`config.mk`:
```
export PLATFORM = sky130hd
export DESIGN_NAME = cholsv_sqrt
export DESIGN_NICKNAME = d
export VERILOG_FILES = /design/src/sv/cholsv_pkg.sv /design/src/sv/cholsv_sqrt.sv
export SDC_FILE = /design/constraint.sdc
export NUM_CORES = 1
export LEC_CHECK = 0
export BUFFER_PORTS_ARGS = -buffer_cell sky130_fd_sc_hd__buf_2
export CORE_ASPECT_RATIO = 0.9
export CORE_MARGIN = 2
export CORE_UTILIZATION = 55
export CTS_BUF_LIST = sky130_fd_sc_hd__clkbuf_4
export DETAILED_ROUTE_END_ITERATION = 7
export GPL_TIMING_DRIVEN = 0
export PLACE_DENSITY_LB_ADDON = 0.2
export SETUP_SLACK_MARGIN = 0.15
export SYNTH_ARGS = -nofsm -noshare
export SYNTH_HDL_FRONTEND = slang
export SYNTH_SLANG_ARGS = --single-unit
```
`constraint.sdc`:
```
create_clock -name i_clk -period 3.2 [get_ports i_clk]
set_input_delay 0 -clock i_clk [delete_from_list [all_inputs] [get_ports i_clk]]
set_output_delay 0 -clock i_clk [all_outputs]
set_load 0.1 [all_outputs]
```
`src/sv/cholsv_pkg.sv`:
```
// ============================================================================
// Cholesky solver package
// Shared word types, codes, state encodings and saturation helper.
// ============================================================================
`default_nettype none

package cholsv_pkg;

    localparam int MAX_DIM_DEF   = 16;
    localparam int FRAC_BITS_DEF = 16;
    localparam logic [4:0] SIZE_RESET = 5'd16;

    localparam logic [1:0] MODE_MAT   = 2'd0;
    localparam logic [1:0] MODE_RHS   = 2'd1;
    localparam logic [1:0] MODE_SOLVE = 2'd2;

    typedef struct packed {
        logic [1:0]         mode;
        logic [3:0]         row;
        logic [3:0]         column;
        logic signed [31:0] value;
    } t_in_word;

    typedef struct packed {
        logic [3:0]         index;
        logic signed [31:0] solution;
        logic               last;
        logic               error;
    } t_out_word;

    typedef enum logic [3:0] {
        S_IDLE,
        S_SETUP,
        S_DOT_RD,
        S_DOT_MUL,
        S_DOT_ACC,
        S_BASE_RD,
        S_BASE_EX,
        S_UNIT_WAIT,
        S_WRITE,
        S_CLEAR,
        S_OUT_RD,
        S_OUT_LD,
        S_OUT_WAIT
    } t_state;

    typedef enum logic [1:0] {
        OP_OFF,
        OP_DIAG,
        OP_FWD,
        OP_BWD
    } t_op;

    localparam logic signed [64:0] SAT_MAX = 65'sd2147483647;
    localparam logic signed [64:0] SAT_MIN = -65'sd2147483648;

    function automatic logic signed [31:0] sat32(input logic signed [64:0] v);
        logic signed [31:0] r;
        if (v > SAT_MAX) begin
            r = 32'sh7FFF_FFFF;
        end else if (v < SAT_MIN) begin
            r = 32'sh8000_0000;
        end else begin
            r = v[31:0];
        end
        return r;
    endfunction

endpackage

`default_nettype wire

```
`src/sv/cholsv_sqrt.sv`:
```
// ============================================================================
// Fixed-point square root
// Digit-by-digit integer square root of (p << FRAC_BITS), one result bit
// per cycle.
// ============================================================================
`default_nettype none

module cholsv_sqrt #(
    parameter int FRAC_BITS = cholsv_pkg::FRAC_BITS_DEF
) (
    input  wire logic               i_clk,
    input  wire logic               i_rst_n,
    input  wire logic               i_start,
    input  wire logic signed [31:0] i_rad,
    output logic                    o_done,
    output logic signed [31:0]      o_root
);

    localparam int VW   = 32 + FRAC_BITS;
    localparam int RW   = VW + (VW % 2);
    localparam int HW   = RW / 2;
    localparam int CNTW = $clog2(HW + 1);

    logic            r_busy;
    logic            r_done;
    logic [CNTW-1:0] r_cnt;
    logic [RW-1:0]   r_v;
    logic [HW+1:0]   r_rem;
    logic [HW-1:0]   r_root;

    logic [HW+3:0] rem_t;
    logic [HW+3:0] trial;
    logic          take;

    assign rem_t = {r_rem, r_v[RW-1:RW-2]};
    assign trial = {2'b00, r_root, 2'b01};
    assign take  = (rem_t >= trial);

    always_ff @(posedge i_clk) begin
        if (!i_rst_n) begin
            r_busy <= 1'b0;
            r_done <= 1'b0;
            r_cnt  <= '0;
        end else begin
            r_done <= 1'b0;
            if (i_start) begin
                r_busy <= 1'b1;
                r_cnt  <= '0;
            end else if (r_busy) begin
                r_cnt <= CNTW'(r_cnt + 1'b1);
                if (r_cnt == CNTW'(HW - 1)) begin
                    r_busy <= 1'b0;
                    r_done <= 1'b1;
                end
            end
        end
    end

    always_ff @(posedge i_clk) begin
        if (i_start) begin
            r_v    <= RW'({i_rad, {FRAC_BITS{1'b0}}});
            r_rem  <= '0;
            r_root <= '0;
        end else if (r_busy) begin
            r_v    <= {r_v[RW-3:0], 2'b00};
            r_rem  <= take ? (HW+2)'(rem_t - trial) : (HW+2)'(rem_t);
            r_root <= {r_root[HW-2:0], take};
        end
    end

    assign o_done = r_done;
    assign o_root = 32'(r_root);

endmodule

`default_nettype wire

```
## Yosys cells after proc, flatten, opt, wreduce, memory -nomap -nowiden

Cells that the tools add are included.

- Add/subtract/negate cells: 2
- Multipliers: 0
- Divide/modulo/power cells: 0
- $lt $le $gt $ge: 1
- Equal/unequal tests: 1
- Shifts and indexed selects: 0
- Mux-type cells: 7
- Bitwise gates (word level): 2
- Reduce and logical (&&, ||, !) cells: 3

Operators by type and width:

| operator | number |
|---|---|
| 48-bit two-way mux | 2 |
| 28-bit by 26-bit greater-or-equal comparator with 1-bit output | 1 |
| 26-bit two-way mux | 1 |
| 26-bit subtractor | 1 |
| 5-bit by 1-bit adder with 5-bit output (second input constant) | 1 |
| 5-bit == test (second input constant) | 1 |
| 1-bit two-way mux | 4 |
| 3-bit OR reduction | 1 |
| 1-bit inverter | 2 |
| 2-bit nonzero test | 1 |
| 2-bit OR reduction | 1 |

- Register bits after elaboration: 89
- Bits in latches: 0
- RAM bits: 0
- ROM bits: 0
- Bits of input ports: 35
- Output and inout port bits: 33
- Logic and storage cells: 22
- Memories kept: 0

## Logic depth before layout (Yosys ltp)

- Depth in word-level cells: 4
- Gate-level depth with buffers: 13
- Gate-level depth less buffers: 10

## Least setup slack after synthesis

Ideal clock, no wire load.

- Path kind: register to register
- Start: reg r_root[0]
- End: reg r_rem[7]
- Setup time: 0.086 ns
- Arrival time: 3.034 ns
- Data required time: 3.114 ns
- Slack: 0.080 ns
- Cell stages (with the launch flop): 13
- Buffers on the path: 2
- Clock period less this slack: 3.120 ns
- Cells stage by stage: dfxtp_1 -> inv_1 -> ha_1 -> nor2b_4 -> o31a_1 -> o211ai_2 -> o211ai_4 -> o21ai_2 -> a21boi_2 -> buf_6 -> buf_12 -> mux2i_1 -> a211oi_1

- Longest elaborated chain between the ends: 2
- Elaborated cells on any way between the ends: 3
- Classes of those cells: add/sub (1); order compare (1); mux (1)

RTL lines:

| item | RTL line | source |
|---|---|---|
| from (decl) | cholsv_sqrt.sv:29 | `logic [HW-1:0] r_root;` |
| from (signal assigned) | cholsv_sqrt.sv:67 | `r_root <= {r_root[HW-2:0], take};` |
| 26-bit subtractor / 28-bit by 26-bit greater-or-equal comparator with 1-bit output (equally long branches) | cholsv_sqrt.sv:66, cholsv_sqrt.sv:37 |  |
| 26-bit two-way mux * | cholsv_sqrt.sv:66 | `r_rem <= take ? (HW+2)'(rem_t - trial) : (HW+2)'(rem_t);` |
| to (signal assigned) | cholsv_sqrt.sv:66 |  |
| to (decl) | cholsv_sqrt.sv:28 | `logic [HW+1:0] r_rem;` |

Every way passes the cells marked *; elsewhere a longest branch is shown, timed or not.
A chain may end at the register's enable or synchronous reset.

## Worst setup path after layout

- Start: reg r_root[6]
- End: reg r_rem[23]

Same word-level chain as after synthesis.

==> metrics.yaml <==
n_antenna_cell: 0
wl_per_cell_um: 16.3
rsz0062_at_grt: "no"
postCtsSetupBuffers: 0
path_buf_inv: 1
grt_pass1_vias: 4353
status: "complete, no violations"
leakage_nw: 2.63
drive_gt1_frac: 0.225
syn_to_final_growth_pct: 18.4
fp.dieArea_sq_mm: 0.0104
synth_top_area_frac: 0.216
ys.flop_type: "dfxtp_1"
slowest_stage: "o41ai_1"
end_kind: "register"
cts_resized: 0
slew_headroom: 0.199
io_pins: 68
min_from: "i_start"
grt_use_met3: 0.0550
firstDrtPassIters: 4
multi_input_area_sq_mm: 0.00288
avgSynthCellArea_sq_um: 9.59
path_common_cell: "a21oi_1"
placeableCoreArea_sq_mm: 0.00925
gr-total-overflow: 0
drc: 0
path_cells: "inv_1 -> ha_1 -> a21oi_1 -> o21ai_0 -> and3_1 -> o41ai_1 -> a21oi_1 -> xor2_1 -> nor2_1 -> o21ai_1"
hpwl_um: 9030
clkLatencyLatePin_ns: 0.47
layout.nets: 723
antenna_found_initial: 0
syn_inst: 552
whs_ns: 0.149
vias: 4478
crit_family: "compound AO/OA/AOI/OAI gates"
netlist_area_sq_mm: 0.00530
synth_edf_count: 32
final_cell_mix: "nor2_1, buf_2, dfxtp_1, mux2i_1, nand2_1"
preCtsSetupSlack_ns: 0.399
cts_max_level: 3
fillCellCount: 785
io_buffer_count: 58
finalWirelength_um: 12800
worstPathMaxFanout: 6
setup-tns-final_ns: 0
yosysSeqAreaShare: 0.397
die_y_um: 97.1
r2r_slack_ns: 0.32
viasPerCell: 5.68
irDropWorstVdd_uv: 569
cts_hold_buf: 33
worst_slack_ns: 0.319
holdPathStages: 3
clkTransAtPathRegs_ns: 0.15
fin_crit_ns: 2.88
start_util: 0.573
worstHoldPathType: "in -> reg"
grt_usage: 0.258
hold_end: "r_rem[1]"
fin_util: 0.678
fp.dieW_um: 107
drt_first_iter_violations: 250
yosys.area.top_type: "dfxtp_1"
yosysUniqueCellTypes: 67
r2r-end: "r_rem[23]"
r2r_start: "r_root[6]"
max_cap_viol_count: 0
synth_seq_cells: 89
grt_start_max_net_pins: 33
p_per_area_mw_per_mm2: 931
fin_crit_sh: 0.900
cts_made_buffers: 9
yosys_warnings: 0
async_flop_share: 0
cts_num_sinks: 89
max_freq_mhz: 347
antenna_left: 0
place_congestion: 0.922
root_buffer: "clkbuf_4"
fin_skew_ns: 0.0146
finalSetupViolCount: 0
critPathArrivalTime_ns: 3.27
top_usage_layer: "met2"
final_common_cell: "nor2_1"
grt_pass1_wl_um: 21100
row_count: 33
worstSetupPathType: "reg -> reg"
finalMaxSlewViolations: 0
required_ns: 3.59
finalHoldViolCount: 0
reg2reg_depth: 10
grt_util_met2: 0.413
cts_max_path_buffers: 2
slowest_delay_ns: 0.52
grt_use_met1: 0.347
worstMarginPinSlew_ns: 1.20
start_kind: "register"
register_area_sq_mm: 0.00211
cts_tree: "built"
yosys-top-cells-area: "dfxtp_1, edfxtp_1, mux2i_1, ha_1, mux2_2"
## layer usage
metal / routed length [um] / share of wire
met5: 0 / 0
met4: 221 / 0.017
met3: 727 / 0.057
met2: 6080 / 0.47
met1: 5790 / 0.45
## area by class of cell
type | instances | share of cell area
buffer | 38 | 0.0345
sequential | 89 | 0.336
clock inverter | 6 | 0.0156
tap | 122 | 0.0243
multi-input combinational | 399 | 0.459
timing repair buffer | 91 | 0.0990
inverter | 33 | 0.0198
clock buffer | 10 | 0.0120
## registers in the layout (all words and copies together), names as in the netlist
signal	flops
r_root	24
r_cnt	5
r_v	32
r_rem	26
o_done	1
r_busy	1
## kinds of logic (layout without fill, tap and decap cells)
| logic type | Yosys count | after routing | share of synthesized area |
|---|---|---|---|
| other cells | 1 | 8 | 0.000708 |
| flops | 89 | 89 | 0.397 |
| buf+inv | 71 | 178 | 0.0643 |
| simple gates | 160 | 160 | 0.142 |
| compound gates | 113 | 113 | 0.158 |
| mux | 67 | 67 | 0.134 |
| xor+xnor | 24 | 24 | 0.0397 |
| fa+ha+maj | 27 | 27 | 0.0638 |
## cells in the mapped netlist (all sizes together) (2+ instances only)
cell and number:
o21ai 25, xnor2 13, and2 4, ha 27
o311ai 3, a21o 9, a41oi 2, nor2b 3
dfxtp 57, xor2 11, a21oi 25, nand2b 3
o21a 6, nor3 8, nor4 5, a311oi 6
o211ai 4, or3 2, a31oi 4, o41ai 2
a211oi 12, nor2 66, nand2 39, edfxtp 32
clkbuf 12, a2111oi 2, mux2 30, nand3 13
a21boi 2, nand4 9, inv 33, mux2i 37
and3 3, buf 26
## power by group
group	total, mW	switching [mW]	internal (mW)
Sequential	1.47	0.127	1.34
Combinational	3.60	2.07	1.53
Clock	0.763	0.425	0.338
## worst max path at each step
stage	from	end	slack (ns)	cells past startpoint
3_3_place_gp	r_root[6]	r_rem[23]	0.46	10
4_1_cts	r_root[6]	r_rem[23]	0.33	10
5_1_grt	r_root[6]	r_rem[23]	0.15	10
3_5_place_dp	r_root[6]	r_rem[23]	0.40	10
6_report	r_root[6]	r_rem[23]	0.32	10
2_1_floorplan	r_root[18]	r_rem[7]	0.17	12
## worst register-to-register path, cell delays in order (launching register included)
cell	delay, ns
dfxtp_1	0.40
inv_1	0.06
ha_1	0.39
a21oi_1	0.44
o21ai_0	0.21
and3_1	0.21
o41ai_1	0.52
a21oi_1	0.20
xor2_1	0.18
nor2_1	0.11
o21ai_1	0.07
## through the flow
step / area [sq um] / cells / power (mW)
finish: 6270 / 788 / 5.84
detailed placement: 5770 / 739 / 4.98
floorplan: 5330 / 559 / 4.27
global placement: 5770 / 739 / 4.95
global route: 6270 / 788 / 6.21
CTS: 6270 / 788 / 5.80
Note: power is estimated with default switching activity, not from simulation.
