### src/sv/cholsv_pkg.sv
// ============================================================================
// Cholesky solver package
// Shared word types, codes, state encodings and saturation helper.
// ============================================================================
`default_nettype none

package cholsv_pkg;

    localparam int MAX_DIM_DEF   = 16;
    localparam int FRAC_BITS_DEF = 16;
    localparam logic [4:0] SIZE_RESET = 5'd16;

    localparam logic [1:0] MODE_MAT   = 2'd0;
    localparam logic [1:0] MODE_RHS   = 2'd1;
    localparam logic [1:0] MODE_SOLVE = 2'd2;

    typedef struct packed {
        logic [1:0]         mode;
        logic [3:0]         row;
        logic [3:0]         column;
        logic signed [31:0] value;
    } t_in_word;

    typedef struct packed {
        logic [3:0]         index;
        logic signed [31:0] solution;
        logic               last;
        logic               error;
    } t_out_word;

    typedef enum logic [3:0] {
        S_IDLE,
        S_SETUP,
        S_DOT_RD,
        S_DOT_MUL,
        S_DOT_ACC,
        S_BASE_RD,
        S_BASE_EX,
        S_UNIT_WAIT,
        S_WRITE,
        S_CLEAR,
        S_OUT_RD,
        S_OUT_LD,
        S_OUT_WAIT
    } t_state;

    typedef enum logic [1:0] {
        OP_OFF,
        OP_DIAG,
        OP_FWD,
        OP_BWD
    } t_op;

    localparam logic signed [64:0] SAT_MAX = 65'sd2147483647;
    localparam logic signed [64:0] SAT_MIN = -65'sd2147483648;

    function automatic logic signed [31:0] sat32(input logic signed [64:0] v);
        logic signed [31:0] r;
        if (v > SAT_MAX) begin
            r = 32'sh7FFF_FFFF;
        end else if (v < SAT_MIN) begin
            r = 32'sh8000_0000;
        end else begin
            r = v[31:0];
        end
        return r;
    endfunction

endpackage

`default_nettype wire

### src/sv/cholsv_div.sv
// ============================================================================
// Fixed-point divider
// Restoring division of (num << FRAC_BITS) by a positive divisor, one
// quotient bit per cycle, truncated toward zero and saturated to 32 bits.
// ============================================================================
`default_nettype none

module cholsv_div #(
    parameter int FRAC_BITS = cholsv_pkg::FRAC_BITS_DEF
) (
    input  wire logic               i_clk,
    input  wire logic               i_rst_n,
    input  wire logic               i_start,
    input  wire logic signed [31:0] i_num,
    input  wire logic signed [31:0] i_den,
    output logic                    o_done,
    output logic signed [31:0]      o_quot
);

    localparam int DW   = 32 + FRAC_BITS;
    localparam int CNTW = $clog2(DW + 1);

    logic            r_busy;
    logic            r_done;
    logic [CNTW-1:0] r_cnt;
    logic [DW-1:0]   r_dvd;
    logic [31:0]     r_rem;
    logic [31:0]     r_den;
    logic            r_neg;

    logic [31:0] mag;
    logic [32:0] rem_sh;
    logic        qbit;
    logic [32:0] rem_nx;

    assign mag    = i_num[31] ? (~i_num + 32'd1) : i_num;
    assign rem_sh = {r_rem, r_dvd[DW-1]};
    assign qbit   = (rem_sh >= {1'b0, r_den});
    assign rem_nx = qbit ? (rem_sh - {1'b0, r_den}) : rem_sh;

    always_ff @(posedge i_clk) begin
        if (!i_rst_n) begin
            r_busy <= 1'b0;
            r_done <= 1'b0;
            r_cnt  <= '0;
        end else begin
            r_done <= 1'b0;
            if (i_start) begin
                r_busy <= 1'b1;
                r_cnt  <= '0;
            end else if (r_busy) begin
                r_cnt <= CNTW'(r_cnt + 1'b1);
                if (r_cnt == CNTW'(DW - 1)) begin
                    r_busy <= 1'b0;
                    r_done <= 1'b1;
                end
            end
        end
    end

    always_ff @(posedge i_clk) begin
        if (i_start) begin
            r_dvd <= {mag, {FRAC_BITS{1'b0}}};
            r_rem <= '0;
            r_den <= i_den;
            r_neg <= i_num[31];
        end else if (r_busy) begin
            r_dvd <= {r_dvd[DW-2:0], qbit};
            r_rem <= rem_nx[31:0];
        end
    end

    always_comb begin
        if (!r_neg) begin
            if (r_dvd > {{FRAC_BITS{1'b0}}, 32'h7FFF_FFFF}) begin
                o_quot = 32'sh7FFF_FFFF;
            end else begin
                o_quot = r_dvd[31:0];
            end
        end else begin
            if (r_dvd > {{FRAC_BITS{1'b0}}, 32'h8000_0000}) begin
                o_quot = 32'sh8000_0000;
            end else begin
                o_quot = ~r_dvd[31:0] + 32'd1;
            end
        end
    end

    assign o_done = r_done;

endmodule

`default_nettype wire

### config.mk
export PLATFORM = sky130hd
export DESIGN_NAME = cholsv_div
export DESIGN_NICKNAME = d
export VERILOG_FILES = /design/src/sv/cholsv_pkg.sv /design/src/sv/cholsv_div.sv
export SDC_FILE = /design/constraint.sdc
export NUM_CORES = 1
export LEC_CHECK = 0
export ABC_AREA = 1
export BUFFER_PORTS_ARGS = -buffer_cell sky130_fd_sc_hd__buf_4
export CAP_MARGIN = 20
export CORE_AREA = 3 3 129 131
export DETAILED_ROUTE_END_ITERATION = 16
export DIE_AREA = 0 0 132 134
export PLACE_DENSITY = 0.81
export SYNTH_ARGS = -nofsm -noshare
export SYNTH_HDL_FRONTEND = slang
export SYNTH_SLANG_ARGS = --single-unit
### constraint.sdc
create_clock -name i_clk -period 3.2 [get_ports i_clk]
set_clock_uncertainty 0.05 [all_clocks]
set_input_delay 0.64 -clock i_clk [delete_from_list [all_inputs] [get_ports i_clk]]
set_output_delay 0.64 -clock i_clk [all_outputs]
set_load 0.02 [all_outputs]
Word level (Yosys, flattened, before mapping)
Index checks and enable logic that the tools add are counted.

Bits in writable memories: 0. Bits in latches: 0. Bits in registers: 121. Memories: 0. ROM bits: 0.

Eq/ne operators: 1. Divide/modulo/power cells: 0. Bitwise operators: 4. Order comparisons: 3. Multipliers: 0. Multiplexer cells: 11. Shift-type cells: 0. Reductions and logical operators: 3. $add $sub $neg: 4.

Operators with widths (number): 32-bit 2-to-1 mux (5); 48-bit 2-to-1 mux (2); 32-bit by 1-bit adder with 32-bit output, second input constant (2); 32-bit inverter (2); 48-bit by 31-bit > comparator with 1-bit output, second input constant (1); 48-bit by 32-bit > comparator with 1-bit output, second input constant (1); 33-bit by 32-bit greater-or-equal comparator with 1-bit output (1); 32-bit subtractor (1); 6-bit by 1-bit adder with 6-bit output, second input constant (1); 6-bit equality test, second input constant (1); 1-bit 2-to-1 mux (4); 3-bit OR reduction (1); 1-bit inverter (2); 2-bit nonzero test (1); 2-bit OR reduction (1).

Depth between registers and ports, before layout
Gate-level depths: netlist of run 1.

Depth in word-level cells: 4. Mapped depth: 17.

Worst setup path before layout of run 1
No wires, ideal clock.

Kind: input port to flip-flop. From: input i_start. To: register r_dvd[16] (enable). Setup slack: 340 ps. Data required time: 2741 ps. Path buffers: 3. Data arrival time: 2401 ps. Stages: 5. Cell sequence: clkbuf_1 nor2_1 inv_1 clkbuf_1 clkbuf_1.

Longest elaborated chain between the ends: 1.

Ends and longest elaborated chain: from (decl) (line cholsv_div.sv:13) `input wire logic i_start,`; 2-bit nonzero test (no line); to (signal assigned) (line cholsv_div.sv:63) `r_dvd <= {mag, {FRAC_BITS{1'b0}}};`; to (signal assigned) (line cholsv_div.sv:68) `r_dvd <= {r_dvd[DW-2:0], qbit};`; to (decl) (line cholsv_div.sv:26) `logic [DW-1:0] r_dvd;`.

No other way between the ends. A chain may end at the register's enable or synchronous reset.

Final worst setup path of run 1
From: register r_dvd[2]. To: output o_quot[23].

Longest elaborated chain between the ends: 4.

Ends and longest elaborated chain: 32-bit inverter (line cholsv_div.sv:84) `o_quot = ~r_dvd[31:0] + 32'd1;`; 32-bit by 1-bit adder with 32-bit output (line cholsv_div.sv:84); 32-bit 2-to-1 mux (line cholsv_div.sv:81) `if (r_dvd > {{FRAC_BITS{1'b0}}, 32'h8000_0000}) begin`; 32-bit 2-to-1 mux (*) (line cholsv_div.sv:74) `if (!r_neg) begin`; to (decl) (line cholsv_div.sv:17) `output logic signed [31:0] o_quot`.

Mark *: on every way between the ends. The rest lies on a longest branch, timed or not.

==> impl_metrics.yaml, run 1 <==
clocking:
  clk_pin_slew_ns: 0.06
  cts-root-buf: "clkbuf_16"
  clock_path_buffers: 2
  cts_hold_buf: 0
  cts_sinks: 121
  insertion_delay_ns: 0.42
  cts-buffers-inserted: 17
  h-tree-depth: 4
  cts_tree: "built"
power:
  power.leakage_nw: 5.501
  fin_total_pwr_mw: 4.256
  irDropWorstVdd_uv: 380.3
  power_density_nw_per_um2: 389.2
yosys:
  synth_top_family_by_area: "simple AND/OR/NAND/NOR gates"
  synth-xor-area-share_pct: 3.994
  synth_fa_ha_area_share_pct: 4.856
  synthFlopType: "edfxtp_1"
  synth_compound_area_share_pct: 10.85
  syn_nets: 1544
  synthSimpleGateAreaFrac_pct: 34.99
  synth.distinct_cells: 42
  synth_seq_area_share_pct: 32.59
  yosys_warnings: 0
  synth_edf_count: 65
  syn_inst: 1441
  yosys.area.top_type_share_pct: 20.70
  synth.area.mux_share_pct: 0
  syn_area_um2: 9430
  async_flop_share_pct: 0
  synth_seq_cells: 121
  synth.avg_cell_area_um2: 6.544
  yosys.area.top_type: "edfxtp_1"
  yosys-top-cells-area: "edfxtp_1, nand2_1, dfxtp_1"
setup_path:
  reg2reg_depth: 13
  critPathCaptureType: "primary output"
  r2r_setup_slack_ns: 0.68
  r2r_start: "r_den[24]$_DFFE_PP_"
  r2r-end: "r_rem[0]$_SDFFE_PP0P_"
  required_ns: 2.51
  critPathCapture: "o_quot[23]"
  slowest_stage: "dfxtp_1"
  worst_setup_path_start_kind: "flop"
  crit_type: "reg -> out"
  cpPeakStageDelay_ns: 0.35
  cp.arrival_ns: 2.47
  worstSetupStartpoint: "r_dvd[2]$_SDFFE_PP0P_"
  path_cells: "inv_2 > nand3_1 > nor3_2 > nand2_1 > nor3_2 > nand2_1 > xor2_1 > o21ai_1 > buf_4"
  critPathMaxFanout: 5
floorplanning:
  num_rows: 46
  die_area_um2: 17690
  start_util_pct: 60.02
  dieWidth_um: 132
  core_um2: 15710
  pin_count: 100
  die_height_um: 134
layout:
  fin_nets: 1633
  final_cells: 1759
  area_delta_synth_final_pct: 15.96
  fill_cells: 1454
  final_layout_size_suffix_gt1_share_pct: 12.25
  antennaDiodeCount: 0
global_route:
  use_met1_pct: 36.86
  grt_pass1_vias: 9141
  grt_max_degree: 48
  antenna_found_initial: 0
  met2_usage_pct: 54.13
  grt_pass1_wl_mm: 44.03
  grt_overflow_total: 0
  top_usage_layer: "met2"
  met3_usage_pct: 5.814
  grt_use_total_pct: 30.60
placement:
  io_buffers: 99
  dp_cells: 1726
  gp_congestion: 0.9636
  dp_hpwl_mm: 20.74
routing:
  drt-initial-drc-count: 889
  drc: 0
  wl_mm: 27.35
  num_vias: 9587
  wl_per_cell_um: 15.55
  dr.pass1.iters: 7
  avgViaCountPerCell: 5.450
  ant_nets: 0
hold_path:
  hp-class: "in -> reg"
  hold_start: "i_den[5]"
sta:
  tightest_slew_ns: 0.8012
  clock.fmax_ghz: 0.3165
  hold_viol: 0
  maxSlewViolCount: 0
  fin_tns_setup_ns: 0
  setup_viol_count_final: 0
  finalCriticalPeriod_ns: 3.160
  slew_headroom_pct: 46.53
  fin_crit_sh_pct: 98.74
  rsz0062_at_grt: "true"
run:
  cap_violations: 0
status:
  status: "completed"
area by class of cell:
class / count / area (um2) / area share (%)
clock inverters: 13 / 91.34 / 0.8352
repair buffers: 110 / 870.8 / 7.963
clock buffers: 19 / 454.2 / 4.153
inverters: 261 / 979.7 / 8.959
flip-flops and latches: 121 / 3073 / 28.10
multi-input cells: 1019 / 5196 / 47.52
well taps: 216 / 270.3 / 2.471
power by group:
| group | internal, mW | switching [mW] | total [mW] |
|---|---|---|---|
| logic | 0.255 | 0.446 | 0.701 |
| registers | 1.73 | 0.0473 | 1.78 |
| clock network | 1.04 | 0.741 | 1.78 |
what timing repair did:
action                                 CTS  global route
setup endpoints to repair               29            29
resized for setup                        1             8
endpoints found under the hold margin    0             0
pin swaps                                0             0
buffers inserted                         0             0
placed cells by master (no fill, tap or decap), types with 5 or more instances in the layout:
| cell | count |
|---|---|
| o21ai_1 | 16 |
| nor2_2 | 9 |
| nand2_1 | 419 |
| nand2_2 | 7 |
| xor2_1 | 30 |
| nand4_1 | 24 |
| nand3_1 | 125 |
| ha_1 | 34 |
| o21ai_2 | 9 |
| edfxtp_1 | 65 |
| xnor2_1 | 13 |
| nand3b_1 | 15 |
| clkbuf_16 | 18 |
| nor3_1 | 28 |
| dfxtp_1 | 56 |
| o21ai_0 | 87 |
| nor2_4 | 5 |
| nor2_1 | 103 |
| a21oi_1 | 37 |
| inv_2 | 5 |
| buf_4 | 107 |
| inv_1 | 256 |
| o22ai_1 | 26 |
per-layer routing:
| metal | vias up | share of wire [%] |
|---|---|---|
| li1 | 4802 | - |
| met1 | 4337 | 41 |
| met2 | 382 | 49 |
| met3 | 66 | 6.6 |
| met4 | 0 | 3.2 |
| met5 | - | 0 |
Yosys cell counts (26+ instances only):
cell	count
nand2_1	419
inv_1	257
nand3_1	125
nor2_1	104
o21ai_0	90
edfxtp_1	65
dfxtp_1	56
a21oi_1	37
ha_1	35
xor2_1	30
nor3_1	29
o22ai_1	26
cell families after synthesis:
group | count (synthesis)
buffers and inverters | 301
adder cells (fa/ha/maj) | 36
AND/OR/NAND/NOR | 754
flip-flops | 121
AO/OA/AOI/OAI | 186
XOR/XNOR | 43
critical path, delay by kind of cell (launching register included):
| kind | cells | cell delay (ns) |
|---|---|---|
| simple gates | 5 | 1.07 |
| flops | 1 | 0.35 |
| buf+inv | 2 | 0.28 |
| xor+xnor | 1 | 0.17 |
| compound gates | 1 | 0.17 |
sequential cells by signal, indices dropped and copies added, names as in the netlist:
| name | count |
|---|---|
| r_neg | 1 |
| r_rem | 32 |
| r_cnt | 6 |
| r_busy | 1 |
| r_den | 32 |
| o_done | 1 |
| r_dvd | 48 |
stage by stage:
stage               utilization (%)  hold slack, ns  cell area (um2)  setup WS [ns]
floorplan                         -          0.3936             9430         0.3401
global placement              65.75          0.4056            10330         0.4367
detailed placement            65.75          0.4121            10330         0.2819
CTS                           69.25          0.3330            10880       0.007686
global route                  69.60          0.3320            10940       -0.03698
finish                        69.60          0.3435            10940        0.04017
worst min-delay path by stage:
stage,end,cells after the start
after floorplan,r_rem[10]$_SDFFE_PP0P_,2
after global placement,r_rem[16]$_SDFFE_PP0P_,2
after detailed placement,r_rem[13]$_SDFFE_PP0P_,2
after CTS,r_den[5]$_DFFE_PP_,1
after global routing,r_den[17]$_DFFE_PP_,1
final,r_den[5]$_DFFE_PP_,1
(Power assumes the default switching activity.)
==> run 2, diff against run 1 <==
Settings changed: CORE_AREA 3 3 129 131 to 3 3 135 137, DIE_AREA 0 0 132 134 to 0 0 138 140, PLACE_DENSITY 0.81 to 0.78.
Clock period 3.2 ns to 2.86 ns, I/O delays scaled along.
==> run 2 against run 1 <==
Critical path depth did not move. Final area is 4.4% higher. Combinational power is 16% higher. Hold slack worse by 0.068 ns. Largest power group is now the clock network. Largest cell class unchanged.
==> impl_metrics.yaml, run 2 (synthesized netlist as in run 1, its figures left out) <==
setup_path:
  critPathCapture: "o_quot[19]"
  reg2reg_depth: 15
  r2r-end: "r_rem[24]$_SDFFE_PP0P_"
  path_buf_inv: 3
  worst_setup_path_start_kind: "flop"
  cpPeakStageDelay_ns: 0.34
  path_cells: "inv_2 > nand3_4 > nor3_4 > nand2_4 > nor3_4 > buf_4 > xor2_1 > o21ai_1 > buf_4"
  cp.arrival_ns: 2.23
  r2r_setup_slack_ns: 0.49
  critPathCaptureType: "primary output"
  worstSetupStartpoint: "r_dvd[0]$_SDFFE_PP0P_"
  slowest_stage: "nor3_4"
  required_ns: 2.24
  critPathMaxFanout: 4
  crit_type: "reg -> out"
  crit_family: "simple AND/OR/NAND/NOR gates"
  crit_cells: 9
  r2r_start: "r_dvd[47]$_DFFE_PP_"
sta:
  fin_crit_sh_pct: 99.62
  slew_headroom_pct: 58.53
  rsz0062_at_grt: "true"
  setup_viol_count_final: 0
  clock.fmax_ghz: 0.3510
  hold_viol: 0
  finalCriticalPeriod_ns: 2.849
  tightest_slew_ns: 0.6214
  worst_hold_slack_ns: 0.2756
  maxSlewViolCount: 0
power:
  fin_total_pwr_mw: 4.873
  power_density_nw_per_um2: 427.0
  irDropWorstVdd_uv: 419.1
  power.leakage_nw: 5.711
  p_int_mw: 3.501
  p_comb_share_pct: 16.7
  switching_share_pct: 28.16
  power_switching_mw: 1.372
  seq_power_share_pct: 40.8
  clkPwrFrac_pct: 42.5
layout:
  area_delta_synth_final_pct: 21.03
  layout_commonest_cell: "nand2_1"
  regArea_um2: 3083
  fill_cells: 1590
  multiInputGateArea_um2: 5380
  final_layout_size_suffix_gt1_share_pct: 16.16
  antennaDiodeCount: 0
  largest_reg_flops: 48
  regMostFlops: "r_dvd"
  final_cell_mix: "nand2_1, inv_1, buf_4"
  fin_nets: 1662
  reg_top3: "r_dvd: 48 flops, r_den: 32 flops, r_rem: 32 flops"
clocking:
  h-tree-depth: 4
  cts_tree: "built"
  clock_path_buffers: 2
  cts_sinks: 121
  clk_pin_slew_ns: 0.06
  insertion_delay_ns: 0.42
  cts-root-buf: "clkbuf_16"
  cts-buffers-inserted: 17
hold_path:
  hp-class: "in -> reg"
  whs_path_depth: 1
routing:
  drt-initial-drc-count: 621
  dr.pass1.iters: 5
  avgViaCountPerCell: 5.323
  drc: 0
  ant_nets: 0
  wl_mm: 28.01
  num_vias: 9566
  wl_per_cell_um: 15.58
global_route:
  antenna_found_initial: 0
  grt_pass1_wl_mm: 44.51
  grt_pass1_vias: 9192
  grt_max_degree: 35
  grt_overflow_total: 0
  grt_use_total_pct: 28.05
status:
  status: "completed"
floorplanning:
  start_util_pct: 54.90
  pin_count: 100
  die_height_um: 140
  num_rows: 48
  core_um2: 17180
  die_area_um2: 19320
  dieWidth_um: 138
placement:
  gp_congestion: 0.9776
  io_buffers: 99
  dp_hpwl_mm: 21.51
run:
  cap_violations: 0
run 2: cell types whose count changed in the layout (fill, tap and decap cells not counted), moves of 5 or more:
cell | previous run | this run
o21ai_0 | 87 | 62
buf_4 | 107 | 130
o21ai_1 | 16 | 39
nor2_1 | 103 | 91
nor2_2 | 9 | 17
dfxtp_1 | 56 | 50
inv_1 | 256 | 250
dfxtp_2 | 0 | 5
run 2: cell type report:
cell class	count	area share (%)
Timing Repair Buffer	137	9.702
Multi-Input combinational cell	1020	47.14
Tap cell	225	2.467
Sequential cell	121	27.01
Clock buffer	22	4.155
Inverter	261	8.638
Timing Repair inverter	1	0.06578
Clock inverter	10	0.8222
run 2: metrics by stage:
stage                      TNS [ns]  setup slack [ns]  cell area, um2  cells  util, %
after detailed placement          0            0.1034           10460   1746    60.91
after CTS                 -0.008981         -0.008981           11150   1782    64.91
final                             0           0.01101           11410   1797    66.45
after floorplan                   0           0.06807            9430   1441        -
after global routing        -0.3231          -0.07183           11410   1797    66.45
after global placement            0            0.2150           10460   1746    60.91
run 2: metal layers:
metal | wire [um] | part of all wire (%) | track usage [%]
met5 | 0 | 0 | 0
met2 | 13770 | 49 | 49.41
met1 | 11910 | 43 | 34.13
met4 | 990 | 3.5 | 11.08
met3 | 1336 | 4.8 | 4.985
run 2: power by group through the flow:
stage               logic [mW]  clock network, mW  registers [mW]
floorplan                0.485                  0            2.01
global placement         0.775                  0            2.02
detailed placement       0.776                  0            2.02
CTS                      0.786               2.09            1.99
global route             0.899               2.17            2.00
finish                   0.815               2.07            1.99
run 2: timing repair:
action                                  CTS  global route
pin swaps                                 7            12
cloned                                    1             1
endpoints found under the setup margin   30            32
hold buffers                              0             0
buffers inserted                          3            14
resized for setup                        34            56
run 2: worst reg2reg max path: cells and delay by family, from the launching register on:
kind          cells  cell delay [ns]
fa+ha+maj         2             0.71
flops             1             0.32
simple gates     11             1.04
buf+inv           2             0.16
run 2: how the worst min path moves through the flow:
stage,from,to
after global routing,i_den[27],r_den[27]$_DFFE_PP_
after CTS,i_den[4],r_den[4]$_DFFE_PP_
after global placement,r_rem[14]$_SDFFE_PP0P_,r_rem[14]$_SDFFE_PP0P_
final,i_den[26],r_den[26]$_DFFE_PP_
after floorplan,r_rem[10]$_SDFFE_PP0P_,r_rem[10]$_SDFFE_PP0P_
after detailed placement,r_rem[17]$_SDFFE_PP0P_,r_rem[17]$_SDFFE_PP0P_
